**src/rtl/core/arpr_pkg.sv**
```systemverilog
package arpr_pkg;

	localparam int TIMER_WIDTH = 16;
	localparam int CMP_WIDTH = (TIMER_WIDTH > 16) ? TIMER_WIDTH : 16;

	localparam logic [1:0] FUNC_RESOLVE = 2'd0;
	localparam logic [1:0] FUNC_HEADER  = 2'd1;
	localparam logic [1:0] FUNC_TICK    = 2'd2;

	localparam logic [1:0] KIND_REPLY    = 2'd0;
	localparam logic [1:0] KIND_REQUEST  = 2'd1;
	localparam logic [1:0] KIND_RESOLVED = 2'd2;
	localparam logic [1:0] KIND_FAILED   = 2'd3;

	localparam logic [1:0] OPC_REQUEST = 2'd1;
	localparam logic [1:0] OPC_REPLY   = 2'd2;

	localparam logic [15:0] ETHERTYPE_ARP = 16'h0806;
	localparam logic [15:0] PROTO_IPV4    = 16'h0800;
	localparam logic [15:0] HW_ETHERNET   = 16'd1;
	localparam logic [15:0] ARP_OP_REQ    = 16'd1;
	localparam logic [15:0] ARP_OP_REP    = 16'd2;

	localparam logic [1:0] REG_LOCAL_IP        = 2'd0;
	localparam logic [1:0] REG_LOCAL_MAC       = 2'd1;
	localparam logic [1:0] REG_RETRY_INTERVAL  = 2'd2;
	localparam logic [1:0] REG_RESOLVE_TIMEOUT = 2'd3;

	localparam logic [15:0] RETRY_INTERVAL_RST  = 16'd250;
	localparam logic [15:0] RESOLVE_TIMEOUT_RST = 16'd2000;

	localparam logic [47:0] MAC_BROADCAST = 48'hFFFF_FFFF_FFFF;

	typedef struct packed {
		logic [1:0]  func;
		logic [31:0] resolve_ip;
		logic [15:0] frame_type;
		logic [15:0] hw_type;
		logic [15:0] proto_type;
		logic [15:0] arp_opcode_in;
		logic [47:0] packet_sender_mac;
		logic [31:0] packet_sender_ip;
		logic [31:0] packet_target_ip;
	} arpr_item_t;

	typedef struct packed {
		logic [1:0]  out_kind;
		logic [47:0] frame_dest_mac;
		logic [1:0]  arp_opcode_out;
		logic [31:0] arp_target_ip;
		logic [47:0] arp_target_mac;
		logic [47:0] found_mac;
	} arpr_result_t;

	typedef struct packed {
		logic [31:0] local_ip;
		logic [47:0] local_mac;
		logic [15:0] retry_interval;
		logic [15:0] resolve_timeout;
	} arpr_cfg_t;

	typedef struct packed {
		logic resolving;
	} arpr_status_t;

endpackage

```
**src/rtl/core/arpr_if.sv**
```systemverilog
interface arpr_in_if;
	logic        valid;
	logic        ready;
	logic [1:0]  func;
	logic [31:0] resolve_ip;
	logic [15:0] frame_type;
	logic [15:0] hw_type;
	logic [15:0] proto_type;
	logic [15:0] arp_opcode_in;
	logic [47:0] packet_sender_mac;
	logic [31:0] packet_sender_ip;
	logic [31:0] packet_target_ip;

	modport source (output valid, func, resolve_ip, frame_type, hw_type, proto_type,
		arp_opcode_in, packet_sender_mac, packet_sender_ip, packet_target_ip,
		input ready);
	modport sink (input valid, func, resolve_ip, frame_type, hw_type, proto_type,
		arp_opcode_in, packet_sender_mac, packet_sender_ip, packet_target_ip,
		output ready);
endinterface

interface arpr_out_if;
	logic        valid;
	logic        ready;
	logic [1:0]  out_kind;
	logic [47:0] frame_dest_mac;
	logic [1:0]  arp_opcode_out;
	logic [31:0] arp_target_ip;
	logic [47:0] arp_target_mac;
	logic [47:0] found_mac;

	modport source (output valid, out_kind, frame_dest_mac, arp_opcode_out, arp_target_ip,
		arp_target_mac, found_mac, input ready);
	modport sink (input valid, out_kind, frame_dest_mac, arp_opcode_out, arp_target_ip,
		arp_target_mac, found_mac, output ready);
endinterface

interface arpr_cfg_if;
	logic        valid;
	logic        ready;
	logic [1:0]  index;
	logic [47:0] data;

	modport source (output valid, index, data, input ready);
	modport sink (input valid, index, data, output ready);
endinterface

```
**src/rtl/core/arpr_engine.sv**
```systemverilog
module arpr_engine (
	input  logic                  clk,
	input  logic                  arst_n,
	input  logic                  act,
	input  arpr_pkg::arpr_item_t  item,
	input  arpr_pkg::arpr_cfg_t   cfg,
	output logic                  res_valid,
	output arpr_pkg::arpr_result_t res,
	output arpr_pkg::arpr_status_t status
);
	import arpr_pkg::*;

	localparam logic [TIMER_WIDTH-1:0] TMAX = '1;

	logic                   resolving_q, resolving_d;
	logic [31:0]            pending_ip_q, pending_ip_d;
	logic [TIMER_WIDTH-1:0] elapsed_q, elapsed_d;
	logic [TIMER_WIDTH-1:0] since_q, since_d;
	logic [TIMER_WIDTH-1:0] elapsed_inc, since_inc;
	logic                   hdr_arp;

	assign elapsed_inc = (elapsed_q == TMAX) ? elapsed_q : elapsed_q + 1'b1;
	assign since_inc   = (since_q == TMAX) ? since_q : since_q + 1'b1;
	assign hdr_arp     = (item.frame_type == ETHERTYPE_ARP) && (item.proto_type == PROTO_IPV4);

	always_comb begin
		resolving_d  = resolving_q;
		pending_ip_d = pending_ip_q;
		elapsed_d    = elapsed_q;
		since_d      = since_q;
		res_valid    = 1'b0;
		res.out_kind       = KIND_REQUEST;
		res.frame_dest_mac = MAC_BROADCAST;
		res.arp_opcode_out = OPC_REQUEST;
		res.arp_target_ip  = pending_ip_q;
		res.arp_target_mac = '0;
		res.found_mac      = '0;
		case (item.func)
			FUNC_RESOLVE: begin
				if (!resolving_q) begin
					resolving_d       = 1'b1;
					pending_ip_d      = item.resolve_ip;
					elapsed_d         = '0;
					since_d           = '0;
					res_valid         = 1'b1;
					res.arp_target_ip = item.resolve_ip;
				end
			end
			FUNC_HEADER: begin
				if (resolving_q) begin
					if (hdr_arp && item.arp_opcode_in == ARP_OP_REP &&
					    item.packet_sender_ip == pending_ip_q) begin
						resolving_d        = 1'b0;
						res_valid          = 1'b1;
						res.out_kind       = KIND_RESOLVED;
						res.frame_dest_mac = '0;
						res.arp_opcode_out = OPC_REPLY;
						res.found_mac      = item.packet_sender_mac;
					end
				end else if (hdr_arp && item.hw_type == HW_ETHERNET &&
				             item.arp_opcode_in == ARP_OP_REQ &&
				             item.packet_target_ip == cfg.local_ip) begin
					res_valid          = 1'b1;
					res.out_kind       = KIND_REPLY;
					res.frame_dest_mac = item.packet_sender_mac;
					res.arp_opcode_out = OPC_REPLY;
					res.arp_target_ip  = item.packet_sender_ip;
					res.arp_target_mac = item.packet_sender_mac;
				end
			end
			FUNC_TICK: begin
				if (resolving_q) begin
					elapsed_d = elapsed_inc;
					since_d   = since_inc;
					if (CMP_WIDTH'(elapsed_inc) >= CMP_WIDTH'(cfg.resolve_timeout)) begin
						resolving_d        = 1'b0;
						res_valid          = 1'b1;
						res.out_kind       = KIND_FAILED;
						res.frame_dest_mac = '0;
					end else if (CMP_WIDTH'(since_inc) >= CMP_WIDTH'(cfg.retry_interval)) begin
						since_d   = '0;
						res_valid = 1'b1;
					end
				end
			end
			default: begin
			end
		endcase
	end

	always_ff @(posedge clk or negedge arst_n) begin
		if (!arst_n) begin
			resolving_q  <= 1'b0;
			pending_ip_q <= '0;
			elapsed_q    <= '0;
			since_q      <= '0;
		end else if (act) begin
			resolving_q  <= resolving_d;
			pending_ip_q <= pending_ip_d;
			elapsed_q    <= elapsed_d;
			since_q      <= since_d;
		end
	end

	assign status.resolving = resolving_q;

endmodule

```
**src/rtl/core/arp_responder_resolver_top.sv**
```systemverilog
// ARP responder/resolver: answers requests for the local IP, resolves one target at a time.
// Each item passes through the input reg, then the result reg, before its result is valid.
// Throughput: one item per cycle; a held result stalls the input only when both regs are full.
// Reset (arst_n low, async): idle, no items held, timers cleared,
// retry_interval 250, resolve_timeout 2000, local_ip and local_mac zero.
module arp_responder_resolver_top (
	input  logic     clk,
	input  logic     arst_n,
	arpr_in_if.sink  req,
	arpr_out_if.source rsp,
	arpr_cfg_if.sink cfg
);
	import arpr_pkg::*;

	// config registers; the user must write them only while no item is in flight; the block does not enforce it
	arpr_cfg_t cfg_q;

	assign cfg.ready = 1'b1;

	always_ff @(posedge clk or negedge arst_n) begin
		if (!arst_n) begin
			cfg_q.local_ip        <= '0;
			cfg_q.local_mac       <= '0;
			cfg_q.retry_interval  <= RETRY_INTERVAL_RST;
			cfg_q.resolve_timeout <= RESOLVE_TIMEOUT_RST;
		end else if (cfg.valid) begin
			case (cfg.index)
				REG_LOCAL_IP:        cfg_q.local_ip        <= cfg.data[31:0];
				REG_LOCAL_MAC:       cfg_q.local_mac       <= cfg.data;
				REG_RETRY_INTERVAL:  cfg_q.retry_interval  <= cfg.data[15:0];
				REG_RESOLVE_TIMEOUT: cfg_q.resolve_timeout <= cfg.data[15:0];
				default: begin
				end
			endcase
		end
	end

	// input register stage
	arpr_item_t item_s1;
	logic       valid_s1;
	logic       advance;
	logic       out_valid_q;
	arpr_result_t out_q;

	// stage 1 moves on whenever the result register is empty or being drained
	assign advance   = valid_s1 && (!out_valid_q || rsp.ready);
	assign req.ready = !valid_s1 || advance;

	always_ff @(posedge clk or negedge arst_n) begin
		if (!arst_n) begin
			valid_s1 <= 1'b0;
		end else if (req.valid && req.ready) begin
			valid_s1 <= 1'b1;
		end else if (advance) begin
			valid_s1 <= 1'b0;
		end
	end

	always_ff @(posedge clk) begin
		if (req.valid && req.ready) begin
			item_s1.func              <= req.func;
			item_s1.resolve_ip        <= req.resolve_ip;
			item_s1.frame_type        <= req.frame_type;
			item_s1.hw_type           <= req.hw_type;
			item_s1.proto_type        <= req.proto_type;
			item_s1.arp_opcode_in     <= req.arp_opcode_in;
			item_s1.packet_sender_mac <= req.packet_sender_mac;
			item_s1.packet_sender_ip  <= req.packet_sender_ip;
			item_s1.packet_target_ip  <= req.packet_target_ip;
		end
	end

	// decision logic and resolver state; state commits when the item advances
	logic         res_valid;
	arpr_result_t res;
	arpr_status_t status;

	arpr_engine u_engine (
		.clk       (clk),
		.arst_n    (arst_n),
		.act       (advance),
		.item      (item_s1),
		.cfg       (cfg_q),
		.res_valid (res_valid),
		.res       (res),
		.status    (status)
	);

	// result register; items that cause no result leave it empty
	always_ff @(posedge clk or negedge arst_n) begin
		if (!arst_n) begin
			out_valid_q <= 1'b0;
		end else if (advance) begin
			out_valid_q <= res_valid;
		end else if (rsp.ready) begin
			out_valid_q <= 1'b0;
		end
	end

	always_ff @(posedge clk) begin
		if (advance) begin
			out_q <= res;
		end
	end

	assign rsp.valid          = out_valid_q;
	assign rsp.out_kind       = out_q.out_kind;
	assign rsp.frame_dest_mac = out_q.frame_dest_mac;
	assign rsp.arp_opcode_out = out_q.arp_opcode_out;
	assign rsp.arp_target_ip  = out_q.arp_target_ip;
	assign rsp.arp_target_mac = out_q.arp_target_mac;
	assign rsp.found_mac      = out_q.found_mac;

`ifndef NO_ASSERTIONS
	// request frames always go out as broadcast ARP requests
	a_req_form: assert property (@(posedge clk) disable iff (!arst_n)
		(rsp.valid && rsp.out_kind == KIND_REQUEST) |->
		(rsp.frame_dest_mac == MAC_BROADCAST && rsp.arp_opcode_out == OPC_REQUEST))
		else $error("request frame malformed");

	// a resolve that ends leaves the engine idle
	a_end_idle: assert property (@(posedge clk) disable iff (!arst_n)
		(advance && res_valid && (res.out_kind == KIND_RESOLVED ||
		 res.out_kind == KIND_FAILED)) |=> !status.resolving)
		else $error("resolver still busy after resolve ended");

	// replies to peers are only generated while idle
	a_reply_idle: assert property (@(posedge clk) disable iff (!arst_n)
		(advance && res_valid && res.out_kind == KIND_REPLY) |-> !status.resolving)
		else $error("reply generated while resolving");

	// a resolve taken while idle starts the resolver; one that arrives while resolving is ignored
	a_start: assert property (@(posedge clk) disable iff (!arst_n)
		(advance && res_valid && item_s1.func == FUNC_RESOLVE) |=> status.resolving)
		else $error("resolve did not start");
`endif

endmodule
```
**src/flat_wrapper.sv**
```systemverilog
// flat-port wrapper written by rule: the top's interface ports become plain ports
module arp_responder_resolver_top_flat import arpr_pkg::*;
  (clk, arst_n, req_valid, req_func, req_resolve_ip, req_frame_type, req_hw_type, req_proto_type, req_arp_opcode_in, req_packet_sender_mac, req_packet_sender_ip, req_packet_target_ip, req_ready, rsp_valid, rsp_out_kind, rsp_frame_dest_mac, rsp_arp_opcode_out, rsp_arp_target_ip, rsp_arp_target_mac, rsp_found_mac, rsp_ready, cfg_valid, cfg_index, cfg_data, cfg_ready);
  arpr_in_if req_i ();
  arpr_out_if rsp_i ();
  arpr_cfg_if cfg_i ();
  input  logic clk;
  input  logic arst_n;
  input wire logic [$bits(req_i.valid)-1:0] req_valid;
  input wire logic [$bits(req_i.func)-1:0] req_func;
  input wire logic [$bits(req_i.resolve_ip)-1:0] req_resolve_ip;
  input wire logic [$bits(req_i.frame_type)-1:0] req_frame_type;
  input wire logic [$bits(req_i.hw_type)-1:0] req_hw_type;
  input wire logic [$bits(req_i.proto_type)-1:0] req_proto_type;
  input wire logic [$bits(req_i.arp_opcode_in)-1:0] req_arp_opcode_in;
  input wire logic [$bits(req_i.packet_sender_mac)-1:0] req_packet_sender_mac;
  input wire logic [$bits(req_i.packet_sender_ip)-1:0] req_packet_sender_ip;
  input wire logic [$bits(req_i.packet_target_ip)-1:0] req_packet_target_ip;
  output wire logic [$bits(req_i.ready)-1:0] req_ready;
  output wire logic [$bits(rsp_i.valid)-1:0] rsp_valid;
  output wire logic [$bits(rsp_i.out_kind)-1:0] rsp_out_kind;
  output wire logic [$bits(rsp_i.frame_dest_mac)-1:0] rsp_frame_dest_mac;
  output wire logic [$bits(rsp_i.arp_opcode_out)-1:0] rsp_arp_opcode_out;
  output wire logic [$bits(rsp_i.arp_target_ip)-1:0] rsp_arp_target_ip;
  output wire logic [$bits(rsp_i.arp_target_mac)-1:0] rsp_arp_target_mac;
  output wire logic [$bits(rsp_i.found_mac)-1:0] rsp_found_mac;
  input wire logic [$bits(rsp_i.ready)-1:0] rsp_ready;
  input wire logic [$bits(cfg_i.valid)-1:0] cfg_valid;
  input wire logic [$bits(cfg_i.index)-1:0] cfg_index;
  input wire logic [$bits(cfg_i.data)-1:0] cfg_data;
  output wire logic [$bits(cfg_i.ready)-1:0] cfg_ready;
  assign req_i.valid = req_valid;
  assign req_i.func = req_func;
  assign req_i.resolve_ip = req_resolve_ip;
  assign req_i.frame_type = req_frame_type;
  assign req_i.hw_type = req_hw_type;
  assign req_i.proto_type = req_proto_type;
  assign req_i.arp_opcode_in = req_arp_opcode_in;
  assign req_i.packet_sender_mac = req_packet_sender_mac;
  assign req_i.packet_sender_ip = req_packet_sender_ip;
  assign req_i.packet_target_ip = req_packet_target_ip;
  assign req_ready = req_i.ready;
  assign rsp_valid = rsp_i.valid;
  assign rsp_out_kind = rsp_i.out_kind;
  assign rsp_frame_dest_mac = rsp_i.frame_dest_mac;
  assign rsp_arp_opcode_out = rsp_i.arp_opcode_out;
  assign rsp_arp_target_ip = rsp_i.arp_target_ip;
  assign rsp_arp_target_mac = rsp_i.arp_target_mac;
  assign rsp_found_mac = rsp_i.found_mac;
  assign rsp_i.ready = rsp_ready;
  assign cfg_i.valid = cfg_valid;
  assign cfg_i.index = cfg_index;
  assign cfg_i.data = cfg_data;
  assign cfg_ready = cfg_i.ready;
  arp_responder_resolver_top u_core (.clk(clk), .arst_n(arst_n), .req(req_i), .rsp(rsp_i), .cfg(cfg_i));
endmodule
```
**config.mk**
```make
export PLATFORM = sky130hd
export DESIGN_NAME = arp_responder_resolver_top_flat
export DESIGN_NICKNAME = d
export VERILOG_FILES = /design/src/rtl/core/arpr_pkg.sv /design/src/rtl/core/arpr_if.sv /design/src/rtl/core/arpr_engine.sv /design/src/rtl/core/arp_responder_resolver_top.sv /design/src/flat_wrapper.sv
export SDC_FILE = /design/constraint.sdc
export NUM_CORES = 1
export LEC_CHECK = 0
export BUFFER_PORTS_ARGS = -buffer_cell sky130_fd_sc_hd__buf_2
export CAP_MARGIN = 0
export CORE_ASPECT_RATIO = 0.7
export CORE_MARGIN = 4
export CORE_UTILIZATION = 55
export DETAILED_ROUTE_END_ITERATION = 8
export PLACE_DENSITY = 0.88
export REMOVE_ABC_BUFFERS = 1
export SYNTH_ARGS = -nofsm -noshare
export SYNTH_HDL_FRONTEND = slang
export SYNTH_SLANG_ARGS = --single-unit
```
**constraint.sdc**
```tcl
create_clock -name clk -period 7 [get_ports clk]
set_input_delay 0.35 -clock clk [delete_from_list [all_inputs] [get_ports clk]]
set_output_delay 0.35 -clock clk [all_outputs]
set_load 0.005 [all_outputs]
```
==> qor.yml <==
final_layout:
  regArea_sq_um: 15000
  final_design_utilization: 0.735
  post_route_cells_drive_above_1_share: 0.285
  area_growth_pct: 30.3
  fillerInstances: 2068
  net_count_final: 2356
  multi_input_comb_area_sq_um: 5820
timing:
  max-slew-margin-rel: 0.246
  worst_pin_slew_ns: 1.13
  min_period_over_period: 0.687
  hold_slack_ns: 0.0279
  post-route-min-period_ns: 4.81
  setup_total_negative_slack_ns: 0
  grt_setup_unrepaired: "no"
  fmax_ghz: 0.208
  setup_viol_count_final: 0
  setup_skew_after_layout_ns: 0.0343
  report.final.slew_viol_count: 0
  timing.final.hold_violations: 0
clocking:
  cts.path.max_buffers: 3
  clk_root_buffer_cell: "clkbuf_16"
  clock_latency_ns: 0.58
  clock_transition_at_the_register_clock_pins_on_the_worst_setup_and_hold_paths_after_cts_ns: 0.07
  tritoncts: "yes"
  cts_sinks: 521
  cts_htree_levels: 2
  cts_made_buffers: 49
global_routing:
  first_pass_grt_wire_length_um: 92000
  grt_pass1_vias: 15570
  antenna_found_initial: 2
  overflow: 0
  grt_usage: 0.286
  grt_start_max_net_pins: 168
setup_path:
  worst-path-buf-inv: 1
  required_ns: 7.30
  crit_chain: "nor4b_1 -> nand4_1 -> or4_1 -> or4_2 -> buf_4 -> nor2_4 -> a21oi_4 -> a221o_1"
  critical_path.endpoint_type: "flip-flop"
  slowest_delay_ns: 0.89
  timing.reg2reg.worst_path_depth: 8
  cp_num_cells: 8
  critPathKind: "flip-flop to flip-flop"
  critical_path_peak_fanout: 50
  slowest_stage: "nor2_4"
  timing.critical_path.max_delay_family: "simple AND/OR/NAND/NOR gates"
  worst-endpoint-arrival_ns: 5.11
  crit_path_start_kind: "flip-flop"
logic_synthesis:
  main_combinational_cell_family_by_area_after_synthesis: "simple AND/OR/NAND/NOR gates"
  synthFlopType: "edfxtp_1"
  post_synth_inst_count: 1397
  yosys.area_share.adder: 0.0224
  synthSimpleGateAreaFrac: 0.0893
  ys_warn_count: 0
  synthMuxAreaShare: 0.0675
  synth_sequential_area_ratio: 0.707
  yosys.cell_types.count: 59
  number_of_flops_mapped_to_enable_cells_by_yosys: 390
  syn-cell-area_sq_um: 21200
  postSynth.asyncResetShare: 0.251
  synth_xor_xnor_area_share: 0.0355
  synth.avg_cell_area_sq_um: 15.2
  ys_seq_elements: 521
  synth-compound-area-share: 0.0576
power:
  power.density_cell_area_nw_per_um2: 287
  finalPower_w: 0.00794
  p_leak_nw: 11.6
  worst_supply_voltage_drop_on_vdd_v: 0.000236
routing:
  route.vias.total: 14944
  detail_route.wl_per_cell_um: 23.9
  route.detailed.drc: 0
  first_iter_violations: 1313
  drt_wl_total_um: 61900
  first_pass_iters: 5
  viasPerCell: 5.78
  route.antenna.remaining_nets: 0
run:
  drv.max_cap_violation_count: 0
placement:
  detailedPlacementHpwl_um: 35200
  gp_congestion: 0.898
  port-buffer-count: 430
worst_hold_path:
  min_delay_path_depth: 2
  worstHoldPathType: "input port to flip-flop"
floorplan:
  row_count: 59
  boundaryPins: 448
  fp.coreArea_sq_um: 37600
  die_width_um: 243
  initial_utilization: 0.564
  die-area_sq_um: 41900
  fp.dieH_um: 172
status:
  status: "complete, no violations"
-- state kept, by name, indices dropped and copies added, names as in the netlist, 2 cells and up --
| register | count |
|---|---|
| u_core.u_engine.since_q | 16 |
| u_core.u_engine.elapsed_q | 16 |
| u_core.rsp.arp_target_ip | 32 |
| u_core.u_engine.pending_ip_q | 32 |
| u_core.rsp.arp_target_mac | 48 |
| u_core.rsp.frame_dest_mac | 48 |
| u_core.cfg_q | 64 |
| u_core.item_s1 | 210 |
| u_core.rsp.arp_opcode_out | 2 |
| u_core.rsp.found_mac | 48 |
| u_core.rsp.out_kind | 2 |
-- metal layers --
layer,GRT usage,part of all wire,up-vias
li1,-,-,6485
met1,0.347,0.36,7372
met2,0.501,0.51,895
met3,0.0589,0.079,192
met4,0.130,0.049,0
met5,0,0,-
-- worst paths after layout --
| kind | start | to | slack, ns |
|---|---|---|---|
| hold reg to reg | u_core.item_s1[196] | u_core.u_engine.pending_ip_q[20] | 0.48 |
| setup reg to reg | u_core.item_s1[168] | u_core.rsp.arp_target_ip[30] | 2.19 |
| max in group asynchronous | arst_n | u_core.u_engine.since_q[9] | 5.22 |
| hold / removal | cfg_data[28] | u_core.cfg_q[108] | 0.03 |
| min in group asynchronous | arst_n | u_core.cfg_q[110] | 0.34 |
| setup / recovery | u_core.item_s1[168] | u_core.rsp.arp_target_ip[30] | 2.19 |
-- cell families (layout without fill, tap and decap cells) --
kind of cell,Yosys count,count (layout)
compound gates,180,180
xor+xnor,86,86
fa+ha+maj,38,38
buf+inv,102,799
flops,521,521
mux,131,131
other cells,1,3
simple gates,338,338
-- report_power, final --
group          switching [W]  internal (W)  total (W)  leakage [nW]
logic               0.000620      0.000603    0.00122          5.39
clock network        0.00122       0.00143    0.00265         0.752
registers           0.000294       0.00377    0.00406          5.45
-- through the flow --
| step | worst slack, ns | cell area, sq um | instances |
|---|---|---|---|
| 2_1_floorplan | -0.160 | 20900 | 1336 |
| 3_5_place_dp | 2.18 | 23900 | 2268 |
| 6_report | 2.19 | 27700 | 2584 |
| 4_1_cts | 2.21 | 27600 | 2579 |
| 3_3_place_gp | 2.41 | 23900 | 2268 |
| 5_1_grt | 2.01 | 27700 | 2584 |
-- placed cells by master (no fill, tap or decap), types with 4 or more instances in the layout --
cell           Yosys  final
buf_2             12    429
edfxtp_1         390    390
dlygate4sd3_1      0    222
dfrtp_1          119    118
and2_1           102    101
xor2_1            68     68
nor2_1            64     64
o21ai_1           56     56
mux2_2            54     54
clkbuf_16          0     50
mux2_1            44     44
inv_1             39     38
ha_1              38     38
nor2b_1           34     34
mux2i_1           33     33
nand2_1           33     32
a221o_1           32     32
nor4_1            26     26
a21oi_1           23     23
nand3_1           19     19
xnor2_1           18     18
nand4_1           18     18
a22o_1            17     17
o21ai_0           15     14
buf_4              6     13
clkbuf_1          37     12
dfstp_2           12     12
nand2b_1           8      8
a31oi_1            8      8
clkinv_2           0      8
clkinv_1           0      7
and3_1             6      6
o21a_1             6      6
and4_1             5      5
nor3_1             5      5
a21o_1             5      5
inv_6              0      4
o31ai_1            4      4
clkinvlp_4         0      4
-- cell type report --
type,instances,share of cell area
inverter,41,0.00574
timing repair buffer,666,0.163
multi-input combinational,774,0.210
antenna,2,0.000181
clock buffer,65,0.0483
sequential,521,0.542
clock inverter,27,0.00819
tap,488,0.0221
-- worst reg2reg max path: stages (launching register included) --
cell	delay [ns]
edfxtp_1	0.40
nor4b_1	0.63
nand4_1	0.18
or4_1	0.54
or4_2	0.70
buf_4	0.33
nor2_4	0.91
a21oi_4	0.40
a221o_1	0.46
-- timing repair --
| item | 4_1_cts | 5_1_grt |
|---|---|---|
| hold buffers | 219 | 3 |
| hold endpoints to repair | 274 | 3 |
| setup endpoints to repair | 0 | 0 |
| gates resized for setup | 0 | 0 |
| setup buffers | 0 | 0 |
-- synth_stat cells, drive strengths merged (34+ instances only) --
library cell | count | area, sq um
dfrtp | 119 | 2980
mux2 | 98 | 1100
inv | 41 | 154
nor2b | 34 | 213
clkbuf | 37 | 139
edfxtp | 390 | 11700
and2 | 102 | 638
xor2 | 68 | 596
nor2 | 65 | 251
ha | 38 | 475
o21ai | 71 | 355
Power figures use the tool's default switching activity.
